`src/rtl/core/abt_pkg.sv`:
```
// ----------------------------------------------------------------------------
// AABB build and transform: shared definitions
// Widths, register indexes, request classes and the queue head record that
// the front end hands to the back end.
// ----------------------------------------------------------------------------
package abt_pkg;

	localparam int COORD_WIDTH_DEF = 32;
	localparam int COEF_WIDTH_DEF  = 16;

	localparam int CFG_WIDTH       = 48;
	localparam int CFG_INDEX_WIDTH = 3;
	localparam int OFFSET_WIDTH    = 32;
	localparam int COEF_STRIDE     = 16;
	localparam int AXES            = 3;

	localparam int QUEUE_DEPTH = 4;
	localparam int QUEUE_PTR_W = $clog2(QUEUE_DEPTH);

	typedef enum logic [CFG_INDEX_WIDTH-1:0] {
		REG_ROW_X    = 3'd0,
		REG_ROW_Y    = 3'd1,
		REG_ROW_Z    = 3'd2,
		REG_OFFSET_X = 3'd3,
		REG_OFFSET_Y = 3'd4,
		REG_OFFSET_Z = 3'd5
	} cfg_reg_t;

	typedef enum logic [1:0] {
		OP_EXTEND,
		OP_RESTART,
		OP_TRANSFORM
	} op_t;

	typedef struct packed {
		logic valid;
		op_t  op;
	} q_head_t;

endpackage

```
`src/rtl/core/abt_front.sv`:
```
// ----------------------------------------------------------------------------
// AABB front end
// Accepts requests, classifies them and holds them in a short queue until
// the back end takes them.
// ----------------------------------------------------------------------------
module abt_front import abt_pkg::*; #(
	parameter int COORD_WIDTH = COORD_WIDTH_DEF
) (
	input  logic                          clk,
	input  logic                          arst_n,
	input  logic                          in_valid,
	output logic                          in_ready,
	input  logic                          kind,
	input  logic                          first_vertex,
	input  logic signed [COORD_WIDTH-1:0] pos_x,
	input  logic signed [COORD_WIDTH-1:0] pos_y,
	input  logic signed [COORD_WIDTH-1:0] pos_z,
	output q_head_t                       head,
	output logic signed [COORD_WIDTH-1:0] head_pos_x,
	output logic signed [COORD_WIDTH-1:0] head_pos_y,
	output logic signed [COORD_WIDTH-1:0] head_pos_z,
	input  logic                          pop
);

	logic [QUEUE_PTR_W:0]   count_q;
	logic [QUEUE_PTR_W-1:0] wr_ptr_q;
	logic [QUEUE_PTR_W-1:0] rd_ptr_q;

	op_t                          op_q [QUEUE_DEPTH];
	logic signed [COORD_WIDTH-1:0] px_q [QUEUE_DEPTH];
	logic signed [COORD_WIDTH-1:0] py_q [QUEUE_DEPTH];
	logic signed [COORD_WIDTH-1:0] pz_q [QUEUE_DEPTH];

	op_t  op_in;
	logic push;

	assign in_ready = (count_q != (QUEUE_PTR_W+1)'(QUEUE_DEPTH));
	assign push     = in_valid && in_ready;

	// A transform ignores the vertex fields; a vertex either extends the box
	// or restarts it from empty.
	always_comb begin
		if (kind) begin
			op_in = OP_TRANSFORM;
		end else if (first_vertex) begin
			op_in = OP_RESTART;
		end else begin
			op_in = OP_EXTEND;
		end
	end

	always_ff @(posedge clk or negedge arst_n) begin
		if (!arst_n) begin
			count_q  <= '0;
			wr_ptr_q <= '0;
			rd_ptr_q <= '0;
		end else begin
			if (push) begin
				wr_ptr_q <= wr_ptr_q + 1'b1;
			end
			if (pop) begin
				rd_ptr_q <= rd_ptr_q + 1'b1;
			end
			if (push && !pop) begin
				count_q <= count_q + 1'b1;
			end else if (!push && pop) begin
				count_q <= count_q - 1'b1;
			end
		end
	end

	always_ff @(posedge clk) begin
		if (push) begin
			op_q[wr_ptr_q] <= op_in;
			px_q[wr_ptr_q] <= pos_x;
			py_q[wr_ptr_q] <= pos_y;
			pz_q[wr_ptr_q] <= pos_z;
		end
	end

	assign head.valid = (count_q != '0);
	assign head.op    = op_q[rd_ptr_q];
	assign head_pos_x = px_q[rd_ptr_q];
	assign head_pos_y = py_q[rd_ptr_q];
	assign head_pos_z = pz_q[rd_ptr_q];

endmodule

```
`src/rtl/core/abt_back.sv`:
```
// ----------------------------------------------------------------------------
// AABB back end
// Holds the running box, folds vertices into it and runs the box transform
// on two multipliers, one coefficient and one coordinate half per step.
// ----------------------------------------------------------------------------
module abt_back import abt_pkg::*; #(
	parameter int COORD_WIDTH = COORD_WIDTH_DEF,
	parameter int COEF_WIDTH  = COEF_WIDTH_DEF
) (
	input  logic                           clk,
	input  logic                           arst_n,
	input  q_head_t                        head,
	input  logic signed [COORD_WIDTH-1:0]  head_pos_x,
	input  logic signed [COORD_WIDTH-1:0]  head_pos_y,
	input  logic signed [COORD_WIDTH-1:0]  head_pos_z,
	output logic                           pop,
	input  logic [CFG_WIDTH-1:0]           row_coeffs [AXES],
	input  logic signed [OFFSET_WIDTH-1:0] offsets [AXES],
	output logic                           out_valid,
	input  logic                           out_ready,
	output logic signed [COORD_WIDTH-1:0]  out_min_x,
	output logic signed [COORD_WIDTH-1:0]  out_min_y,
	output logic signed [COORD_WIDTH-1:0]  out_min_z,
	output logic signed [COORD_WIDTH-1:0]  out_max_x,
	output logic signed [COORD_WIDTH-1:0]  out_max_y,
	output logic signed [COORD_WIDTH-1:0]  out_max_z
);

	localparam int HALF_W     = COORD_WIDTH / 2;
	localparam int MUL_A_W    = HALF_W + 1;
	localparam int PROD_W     = MUL_A_W + COEF_WIDTH;
	localparam int FULL_W     = COORD_WIDTH + COEF_WIDTH;
	localparam int FRAC_SHIFT = COEF_WIDTH - 2;
	localparam int ACC_W      =
		((COORD_WIDTH + 1 > OFFSET_WIDTH) ? COORD_WIDTH + 1 : OFFSET_WIDTH) + 3;

	localparam logic [1:0] LAST_AXIS = 2'(AXES - 1);

	localparam logic signed [COORD_WIDTH-1:0] BOX_MAX = {1'b0, {(COORD_WIDTH-1){1'b1}}};
	localparam logic signed [COORD_WIDTH-1:0] BOX_MIN = {1'b1, {(COORD_WIDTH-1){1'b0}}};
	localparam logic signed [ACC_W-1:0] ACC_MAX =
		{{(ACC_W-COORD_WIDTH+1){1'b0}}, {(COORD_WIDTH-1){1'b1}}};
	localparam logic signed [ACC_W-1:0] ACC_MIN =
		{{(ACC_W-COORD_WIDTH+1){1'b1}}, {(COORD_WIDTH-1){1'b0}}};

	typedef enum logic [1:0] {
		ST_IDLE,
		ST_MUL,
		ST_DRAIN,
		ST_COMMIT
	} state_t;

	state_t state_q;
	logic [1:0] row_cnt_q;
	logic [1:0] col_cnt_q;
	logic       half_q;

	logic signed [COORD_WIDTH-1:0] lo_q [AXES];
	logic signed [COORD_WIDTH-1:0] hi_q [AXES];
	logic signed [COORD_WIDTH-1:0] nlo_q [AXES];
	logic signed [COORD_WIDTH-1:0] nhi_q [AXES];
	logic signed [COORD_WIDTH-1:0] omin_q [AXES];
	logic signed [COORD_WIDTH-1:0] omax_q [AXES];
	logic                          out_valid_q;

	logic signed [COORD_WIDTH-1:0] pos [AXES];
	logic signed [COORD_WIDTH-1:0] vlo [AXES];
	logic signed [COORD_WIDTH-1:0] vhi [AXES];

	// Multiply step signals.
	logic [CFG_WIDTH+COEF_WIDTH-1:0] row_ext;
	logic signed [COEF_WIDTH-1:0]    coef;
	logic signed [MUL_A_W-1:0]       opa_lo;
	logic signed [MUL_A_W-1:0]       opa_hi;
	logic signed [PROD_W-1:0]        prod_lo_c;
	logic signed [PROD_W-1:0]        prod_hi_c;

	// Stage one: registered products and their step tags.
	logic signed [PROD_W-1:0] prod_lo_s1;
	logic signed [PROD_W-1:0] prod_hi_s1;
	logic                     valid_s1;
	logic                     upper_s1;
	logic                     first_col_s1;
	logic                     last_col_s1;
	logic [1:0]               row_s1;

	// Stage two: recombine halves, scale, sort and accumulate.
	logic signed [FULL_W-1:0] part_lo_q;
	logic signed [FULL_W-1:0] part_hi_q;
	logic signed [FULL_W-1:0] full_lo;
	logic signed [FULL_W-1:0] full_hi;
	logic signed [FULL_W-1:0] shr_lo;
	logic signed [FULL_W-1:0] shr_hi;
	logic signed [ACC_W-1:0]  sc_lo;
	logic signed [ACC_W-1:0]  sc_hi;
	logic signed [ACC_W-1:0]  small_v;
	logic signed [ACC_W-1:0]  big_v;
	logic signed [ACC_W-1:0]  base_min;
	logic signed [ACC_W-1:0]  base_max;
	logic signed [ACC_W-1:0]  sum_min;
	logic signed [ACC_W-1:0]  sum_max;
	logic signed [ACC_W-1:0]  acc_min_q;
	logic signed [ACC_W-1:0]  acc_max_q;

	function automatic logic signed [MUL_A_W-1:0] half_sel(
		input logic signed [COORD_WIDTH-1:0] v,
		input logic                          upper
	);
		if (upper) begin
			return MUL_A_W'($signed(v[COORD_WIDTH-1:HALF_W]));
		end
		return $signed({1'b0, v[HALF_W-1:0]});
	endfunction

	function automatic logic signed [COORD_WIDTH-1:0] sat(input logic signed [ACC_W-1:0] v);
		if (v > ACC_MAX) begin
			return BOX_MAX;
		end
		if (v < ACC_MIN) begin
			return BOX_MIN;
		end
		return v[COORD_WIDTH-1:0];
	endfunction

	assign pos[0] = head_pos_x;
	assign pos[1] = head_pos_y;
	assign pos[2] = head_pos_z;

	assign pop = (state_q == ST_IDLE) && head.valid;

	// Vertex fold: a restarting vertex compares against the empty box.
	always_comb begin
		for (int k = 0; k < AXES; k++) begin
			logic signed [COORD_WIDTH-1:0] base_lo;
			logic signed [COORD_WIDTH-1:0] base_hi;
			base_lo = (head.op == OP_RESTART) ? BOX_MAX : lo_q[k];
			base_hi = (head.op == OP_RESTART) ? BOX_MIN : hi_q[k];
			vlo[k]  = (pos[k] < base_lo) ? pos[k] : base_lo;
			vhi[k]  = (pos[k] > base_hi) ? pos[k] : base_hi;
		end
	end

	// Coefficient (row, col) sits at bit COEF_STRIDE*col; bits past the
	// register read as zero.
	assign row_ext   = {{COEF_WIDTH{1'b0}}, row_coeffs[row_cnt_q]};
	assign coef      = row_ext[COEF_STRIDE * col_cnt_q +: COEF_WIDTH];
	assign opa_lo    = half_sel(lo_q[col_cnt_q], half_q);
	assign opa_hi    = half_sel(hi_q[col_cnt_q], half_q);
	assign prod_lo_c = opa_lo * coef;
	assign prod_hi_c = opa_hi * coef;

	always_comb begin
		full_lo  = (FULL_W'(prod_lo_s1) <<< HALF_W) + part_lo_q;
		full_hi  = (FULL_W'(prod_hi_s1) <<< HALF_W) + part_hi_q;
		shr_lo   = full_lo >>> FRAC_SHIFT;
		shr_hi   = full_hi >>> FRAC_SHIFT;
		sc_lo    = ACC_W'(shr_lo);
		sc_hi    = ACC_W'(shr_hi);
		small_v  = (sc_lo < sc_hi) ? sc_lo : sc_hi;
		big_v    = (sc_lo < sc_hi) ? sc_hi : sc_lo;
		base_min = first_col_s1 ? ACC_W'(offsets[row_s1]) : acc_min_q;
		base_max = first_col_s1 ? ACC_W'(offsets[row_s1]) : acc_max_q;
		sum_min  = base_min + small_v;
		sum_max  = base_max + big_v;
	end

	always_ff @(posedge clk or negedge arst_n) begin
		if (!arst_n) begin
			valid_s1     <= 1'b0;
			upper_s1     <= 1'b0;
			first_col_s1 <= 1'b0;
			last_col_s1  <= 1'b0;
			row_s1       <= '0;
		end else begin
			valid_s1     <= (state_q == ST_MUL);
			upper_s1     <= half_q;
			first_col_s1 <= (col_cnt_q == '0);
			last_col_s1  <= (col_cnt_q == LAST_AXIS);
			row_s1       <= row_cnt_q;
		end
	end

	always_ff @(posedge clk) begin
		prod_lo_s1 <= prod_lo_c;
		prod_hi_s1 <= prod_hi_c;
		if (valid_s1) begin
			if (!upper_s1) begin
				part_lo_q <= FULL_W'(prod_lo_s1);
				part_hi_q <= FULL_W'(prod_hi_s1);
			end else if (last_col_s1) begin
				nlo_q[row_s1] <= sat(sum_min);
				nhi_q[row_s1] <= sat(sum_max);
			end else begin
				acc_min_q <= sum_min;
				acc_max_q <= sum_max;
			end
		end
	end

	always_ff @(posedge clk or negedge arst_n) begin
		if (!arst_n) begin
			state_q     <= ST_IDLE;
			row_cnt_q   <= '0;
			col_cnt_q   <= '0;
			half_q      <= 1'b0;
			out_valid_q <= 1'b0;
			for (int k = 0; k < AXES; k++) begin
				lo_q[k]   <= BOX_MAX;
				hi_q[k]   <= BOX_MIN;
				omin_q[k] <= '0;
				omax_q[k] <= '0;
			end
		end else begin
			// In the commit state the valid flag is owned by the commit itself.
			if (out_valid_q && out_ready && (state_q != ST_COMMIT)) begin
				out_valid_q <= 1'b0;
			end
			case (state_q)
				ST_IDLE: begin
					if (head.valid) begin
						if (head.op == OP_TRANSFORM) begin
							row_cnt_q <= '0;
							col_cnt_q <= '0;
							half_q    <= 1'b0;
							state_q   <= ST_MUL;
						end else begin
							for (int k = 0; k < AXES; k++) begin
								lo_q[k] <= vlo[k];
								hi_q[k] <= vhi[k];
							end
						end
					end
				end
				ST_MUL: begin
					half_q <= !half_q;
					if (half_q) begin
						if (col_cnt_q == LAST_AXIS) begin
							col_cnt_q <= '0;
							row_cnt_q <= row_cnt_q + 1'b1;
							if (row_cnt_q == LAST_AXIS) begin
								state_q <= ST_DRAIN;
							end
						end else begin
							col_cnt_q <= col_cnt_q + 1'b1;
						end
					end
				end
				ST_DRAIN: begin
					state_q <= ST_COMMIT;
				end
				ST_COMMIT: begin
					if (!out_valid_q || out_ready) begin
						for (int k = 0; k < AXES; k++) begin
							lo_q[k]   <= nlo_q[k];
							hi_q[k]   <= nhi_q[k];
							omin_q[k] <= nlo_q[k];
							omax_q[k] <= nhi_q[k];
						end
						out_valid_q <= 1'b1;
						state_q     <= ST_IDLE;
					end
				end
				default: begin
					state_q <= ST_IDLE;
				end
			endcase
		end
	end

	assign out_valid = out_valid_q;
	assign out_min_x = omin_q[0];
	assign out_min_y = omin_q[1];
	assign out_min_z = omin_q[2];
	assign out_max_x = omax_q[0];
	assign out_max_y = omax_q[1];
	assign out_max_z = omax_q[2];

endmodule

```
`src/rtl/core/aabb_build_and_transform.sv`:
```
// ----------------------------------------------------------------------------
// AABB build and transform
// Running axis-aligned box over a vertex stream, mapped through a
// configurable affine transform by the interval method on request.
// ----------------------------------------------------------------------------
// A vertex request (kind 0) widens the stored box by its position; with
// first_vertex set the box is emptied first. A transform request (kind 1)
// maps the stored box through the 3x3 coefficient matrix plus offsets: for
// each output axis the offset is added to the smaller of c*min and c*max for
// every input axis to form the new minimum, and the larger to form the new
// maximum. Products are floored to coordinate precision and the sums
// saturate. The new box replaces the stored one and is returned as one
// result; vertex requests return nothing. Requests enter a four-entry queue
// that the back end drains in order. The back end folds in a vertex request
// while idle, so vertices stream at one per cycle unless a transform holds
// it. A transform request leaves the queue, then applies nine coefficients,
// each to both halves of the coordinates on a pair of multipliers (18 steps),
// drains the product register and commits; the commit waits while an
// earlier result is still pending on the output. The configuration
// registers are written through a plain write port and should only change
// while no request is in flight.
// ----------------------------------------------------------------------------
module aabb_build_and_transform import abt_pkg::*; #(
	parameter int COORD_WIDTH = COORD_WIDTH_DEF,
	parameter int COEF_WIDTH  = COEF_WIDTH_DEF
) (
	input  logic                          clk,
	input  logic                          arst_n,
	input  logic                          cfg_wr_en,
	input  logic [CFG_INDEX_WIDTH-1:0]    cfg_index,
	input  logic [CFG_WIDTH-1:0]          cfg_data,
	input  logic                          in_valid,
	output logic                          in_ready,
	input  logic                          kind,
	input  logic                          first_vertex,
	input  logic signed [COORD_WIDTH-1:0] pos_x,
	input  logic signed [COORD_WIDTH-1:0] pos_y,
	input  logic signed [COORD_WIDTH-1:0] pos_z,
	output logic                          out_valid,
	input  logic                          out_ready,
	output logic signed [COORD_WIDTH-1:0] out_min_x,
	output logic signed [COORD_WIDTH-1:0] out_min_y,
	output logic signed [COORD_WIDTH-1:0] out_min_z,
	output logic signed [COORD_WIDTH-1:0] out_max_x,
	output logic signed [COORD_WIDTH-1:0] out_max_y,
	output logic signed [COORD_WIDTH-1:0] out_max_z
);

	// Coefficient rows hold three signed fixed-point values at 16-bit spacing,
	// column 0 lowest. After reset the matrix is the identity.
	logic [CFG_WIDTH-1:0]           row_q [AXES];
	logic signed [OFFSET_WIDTH-1:0] offset_q [AXES];

	q_head_t                       head;
	logic signed [COORD_WIDTH-1:0] head_pos_x;
	logic signed [COORD_WIDTH-1:0] head_pos_y;
	logic signed [COORD_WIDTH-1:0] head_pos_z;
	logic                          pop;

	always_ff @(posedge clk or negedge arst_n) begin
		if (!arst_n) begin
			for (int k = 0; k < AXES; k++) begin
				row_q[k]    <= CFG_WIDTH'(1) << (COEF_STRIDE * k + COEF_WIDTH - 2);
				offset_q[k] <= '0;
			end
		end else if (cfg_wr_en) begin
			// Writes to indexes past the offset registers are dropped.
			case (cfg_index)
				REG_ROW_X:    row_q[0]    <= cfg_data;
				REG_ROW_Y:    row_q[1]    <= cfg_data;
				REG_ROW_Z:    row_q[2]    <= cfg_data;
				REG_OFFSET_X: offset_q[0] <= cfg_data[OFFSET_WIDTH-1:0];
				REG_OFFSET_Y: offset_q[1] <= cfg_data[OFFSET_WIDTH-1:0];
				REG_OFFSET_Z: offset_q[2] <= cfg_data[OFFSET_WIDTH-1:0];
				default: ;
			endcase
		end
	end

	// Front end: takes requests and queues them by class.
	abt_front #(
		.COORD_WIDTH (COORD_WIDTH)
	) u_front (
		.clk          (clk),
		.arst_n       (arst_n),
		.in_valid     (in_valid),
		.in_ready     (in_ready),
		.kind         (kind),
		.first_vertex (first_vertex),
		.pos_x        (pos_x),
		.pos_y        (pos_y),
		.pos_z        (pos_z),
		.head         (head),
		.head_pos_x   (head_pos_x),
		.head_pos_y   (head_pos_y),
		.head_pos_z   (head_pos_z),
		.pop          (pop)
	);

	// Back end: owns the box and the transform datapath.
	abt_back #(
		.COORD_WIDTH (COORD_WIDTH),
		.COEF_WIDTH  (COEF_WIDTH)
	) u_back (
		.clk        (clk),
		.arst_n     (arst_n),
		.head       (head),
		.head_pos_x (head_pos_x),
		.head_pos_y (head_pos_y),
		.head_pos_z (head_pos_z),
		.pop        (pop),
		.row_coeffs (row_q),
		.offsets    (offset_q),
		.out_valid  (out_valid),
		.out_ready  (out_ready),
		.out_min_x  (out_min_x),
		.out_min_y  (out_min_y),
		.out_min_z  (out_min_z),
		.out_max_x  (out_max_x),
		.out_max_y  (out_max_y),
		.out_max_z  (out_max_z)
	);

endmodule

```
`config.mk`:
```
export PLATFORM = sky130hd
export DESIGN_NAME = aabb_build_and_transform
export DESIGN_NICKNAME = d
export VERILOG_FILES = /design/src/rtl/core/abt_pkg.sv /design/src/rtl/core/abt_front.sv /design/src/rtl/core/abt_back.sv /design/src/rtl/core/aabb_build_and_transform.sv
export SDC_FILE = /design/constraint.sdc
export NUM_CORES = 2
export LEC_CHECK = 0
export ABC_AREA = 1
export BUFFER_PORTS_ARGS = -buffer_cell sky130_fd_sc_hd__buf_4
export CAP_MARGIN = 0
export CORE_UTILIZATION = 50
export DETAILED_ROUTE_END_ITERATION = 10
export HOLD_SLACK_MARGIN = 0.02
export PLACE_DENSITY = 0.67
export SYNTH_ARGS = -nofsm -noshare
export SYNTH_HDL_FRONTEND = slang
export SYNTH_SLANG_ARGS = --single-unit
```
`constraint.sdc`:
```
create_clock -name clk -period 8.7 [get_ports clk]
set_clock_uncertainty 0.1 [all_clocks]
set_input_delay 1.305 -clock clk [delete_from_list [all_inputs] [get_ports clk]]
set_output_delay 1.305 -clock clk [all_outputs]
set_load 0.05 [all_outputs]
```
==> flow_summary.ini <==
[run_status]
outcome = finished, final reports clean

[yosys]
netlist_instances = 10647
yosys-top-cells-count = nand2_1, inv_1, o21ai_0
synth_area_leader_cell = edfxtp_1
netlist_top_cells_area = edfxtp_1, dfrtp_1, fa_1
async_flop_share_pct = 45.9
ys_warn_count = 0
synth_top_area_share_pct = 22.6
synth.distinct_cells = 64
synth-seq-cells = 1405
syn_nets = 11889
synth.avg_cell_area_um2 = 8.67
ys_seq_area_share_pct = 41.6
synth_area_mm2 = 0.0923
yosysMostFrequentCell = nand2_1
ys.flop_type = edfxtp_1
synth-edff-count = 694

[sta]
final_max_slew_viol_count = 0
finalSetupViolCount = 0
fmax_mhz = 120
finalSetupTns_ps = 0
holdWs_ps = 308
setup_slack_ps = 354
worst_pin_slew_ps = 1360
max_slew_margin_pct = 9.22
fin_crit_sh_pct = 95.9
hold_viol_final = 0
rsz0062_at_grt = false
period_minus_slack_ps = 8350

[grt]
grt_pass1_vias = 76055
gr-usage-met3_pct = 5.98
grt_util_met2_pct = 58.0
grtUsageTotal_pct = 38.2
antenna_found_initial = 24
grt_busiest_layer = met2
grt_pass1_wl_um = 516000
overflow = 0
grt_use_met1_pct = 49.1
grt_max_degree = 231

[clock_network]
cts_max_path_buffers = 3
cts_made_buffers = 156
clock-sinks = 1405
clk_pin_slew_ps = 60
root_buffer = clkbuf_16
postCtsHoldBufs = 0
htreeDepth = 4
cts_tree = done
clk_latency_ps = 870

[routing]
wl_per_cell_um = 26.4
drt_wl_total_um = 356000
drt_iter0_markers = 8881
drc = 0
vias = 77506
dr.pass1.iters = 10
viasPerCell = 5.74
antenna_left = 0

[placement]
dpl_worst_slack_ps = 181
dp.cells = 13197
port_buffers = 347
hpwl_um = 272000
finalWeightedCongestion = 1.04

[finish]
fin_cells = 13503
syn_to_final_growth_pct = 12.3
fill_cells = 16558
drive_above_1_share_pct = 9.32
seq_area_mm2 = 0.0384
fin_nets = 12135
multi_input_comb_area_mm2 = 0.0463

[floorplan]
core_mm2 = 0.183
row_count = 157
initial_utilization_pct = 50.4
die_area_mm2 = 0.186
dieWidth_um = 432
die_h_um = 432
io_pins = 348

[worst_hold_path]
hold_path.class = input pin to async pin

[job]
maxCapViolations = 0

[setup_path]
arrival_ps = 8910
cp_max_fo = 14
criticalPathCategory = register to register
end_kind = register
crit_required_ps = 9270
cp-start-kind = register
-- critical path: stages (launching register included) --
cell and delay, ps:
dfrtp_1 480, inv_1 130, nor2_4 160, inv_1 190, buf_4 260, o21ai_0 360
o21ai_0 180, o21a_1 310, inv_1 500, nand2_1 150, fa_1 510, inv_1 60
fa_1 520, inv_1 50, fa_1 480, fa_1 550, inv_1 50, fa_1 500
fa_1 450, ha_1 350, a21oi_1 150, a21boi_0 370, o21ai_1 240, a21oi_1 270
o21ai_1 140, a21oi_1 330, o21ai_0 170, xor2_1 160
-- cell families (layout without fill, tap and decap cells) --
group	count (synthesis)	after routing	share of synthesized area, %
simple gates	4114	4114	17.9
xor+xnor	208	208	1.97
fa+ha+maj	1088	1088	19.3
other cells	0	13	0
compound gates	1826	1826	10.8
buf+inv	2006	2385	8.37
flops	1405	1405	41.6
-- per-layer routing --
metal,vias up,routed length [um]
li1,34909,-
met3,916,27500
met2,3697,158000
met1,37970,138000
met4,14,33200
met5,-,97
-- state kept, by name, indices dropped and copies added (netlist names), 32 cells and up --
register	cells
u_back.prod_hi_s1	33
u_front.px_q	128
u_back.lo_q	96
row_q	144
offset_q	96
u_front.pz_q	128
u_front.py_q	128
u_back.nlo_q	96
u_back.prod_lo_s1	33
u_back.out_max_y	32
u_back.hi_q	96
u_back.nhi_q	96
u_back.out_max_x	32
u_back.out_min_x	32
u_back.out_min_z	32
u_back.out_max_z	32
u_back.acc_max_q	36
u_back.acc_min_q	36
u_back.out_min_y	32
-- layout make-up --
cell class / count / share of cell area (%)
clock buffers: 214 / 4.15
diodes: 13 / 0.0314
inverters: 1509 / 5.49
repair buffers: 585 / 4.45
clock inverters: 77 / 1.09
flip-flops and latches: 1405 / 37.1
multi-input cells: 7236 / 44.7
well taps: 2464 / 2.98
-- per-stage QoR --
stage	instance area [um^2]	utilization, %
floorplan	92300	-
global placement	98000	53.6
detailed placement	98000	53.6
CTS	103000	56.5
global route	104000	56.6
finish	104000	56.6
-- cells in the final DEF, fill, tap and decap left out, types with 37 or more instances in the layout --
master,count
edfxtp_1,694
clkbuf_1,42
o21ai_1,39
a21oi_1,536
xor2_1,125
o21ai_0,901
o211ai_1,37
inv_1,1496
nand4_1,76
o22ai_1,115
ha_1,530
fa_1,557
nor2_1,582
dfrtp_1,543
nand3_1,503
buf_4,565
dfstp_2,99
nand2_1,2835
xnor2_1,80
dfxtp_1,66
clkbuf_16,159
-- final timing paths --
kind	endpoint	cells after the start	slack (ps)	from
worst min register to register	u_back.part_lo_q[32]	0	340	u_back.prod_lo_s1[32]
min in group clk	u_back.part_lo_q[32]	0	340	u_back.prod_lo_s1[32]
worst max-delay path	u_back.prod_hi_s1[32]	27	350	u_back.col_cnt_q[1]
worst max register to register	u_back.prod_hi_s1[32]	27	350	u_back.col_cnt_q[1]
max in group asynchronous	u_back.out_max_x[9]	3	6130	arst_n
worst min-delay path	u_back.hi_q[9]	1	310	arst_n
-- repair_timing --
action / in CTS / in global routing
resized for setup: 0 / 10
setup endpoints to repair: 0 / 176
buffers inserted: 0 / 2
Power is not shown: default switching activity piles up to over one toggle a cycle in this logic, so the estimate is an artifact.
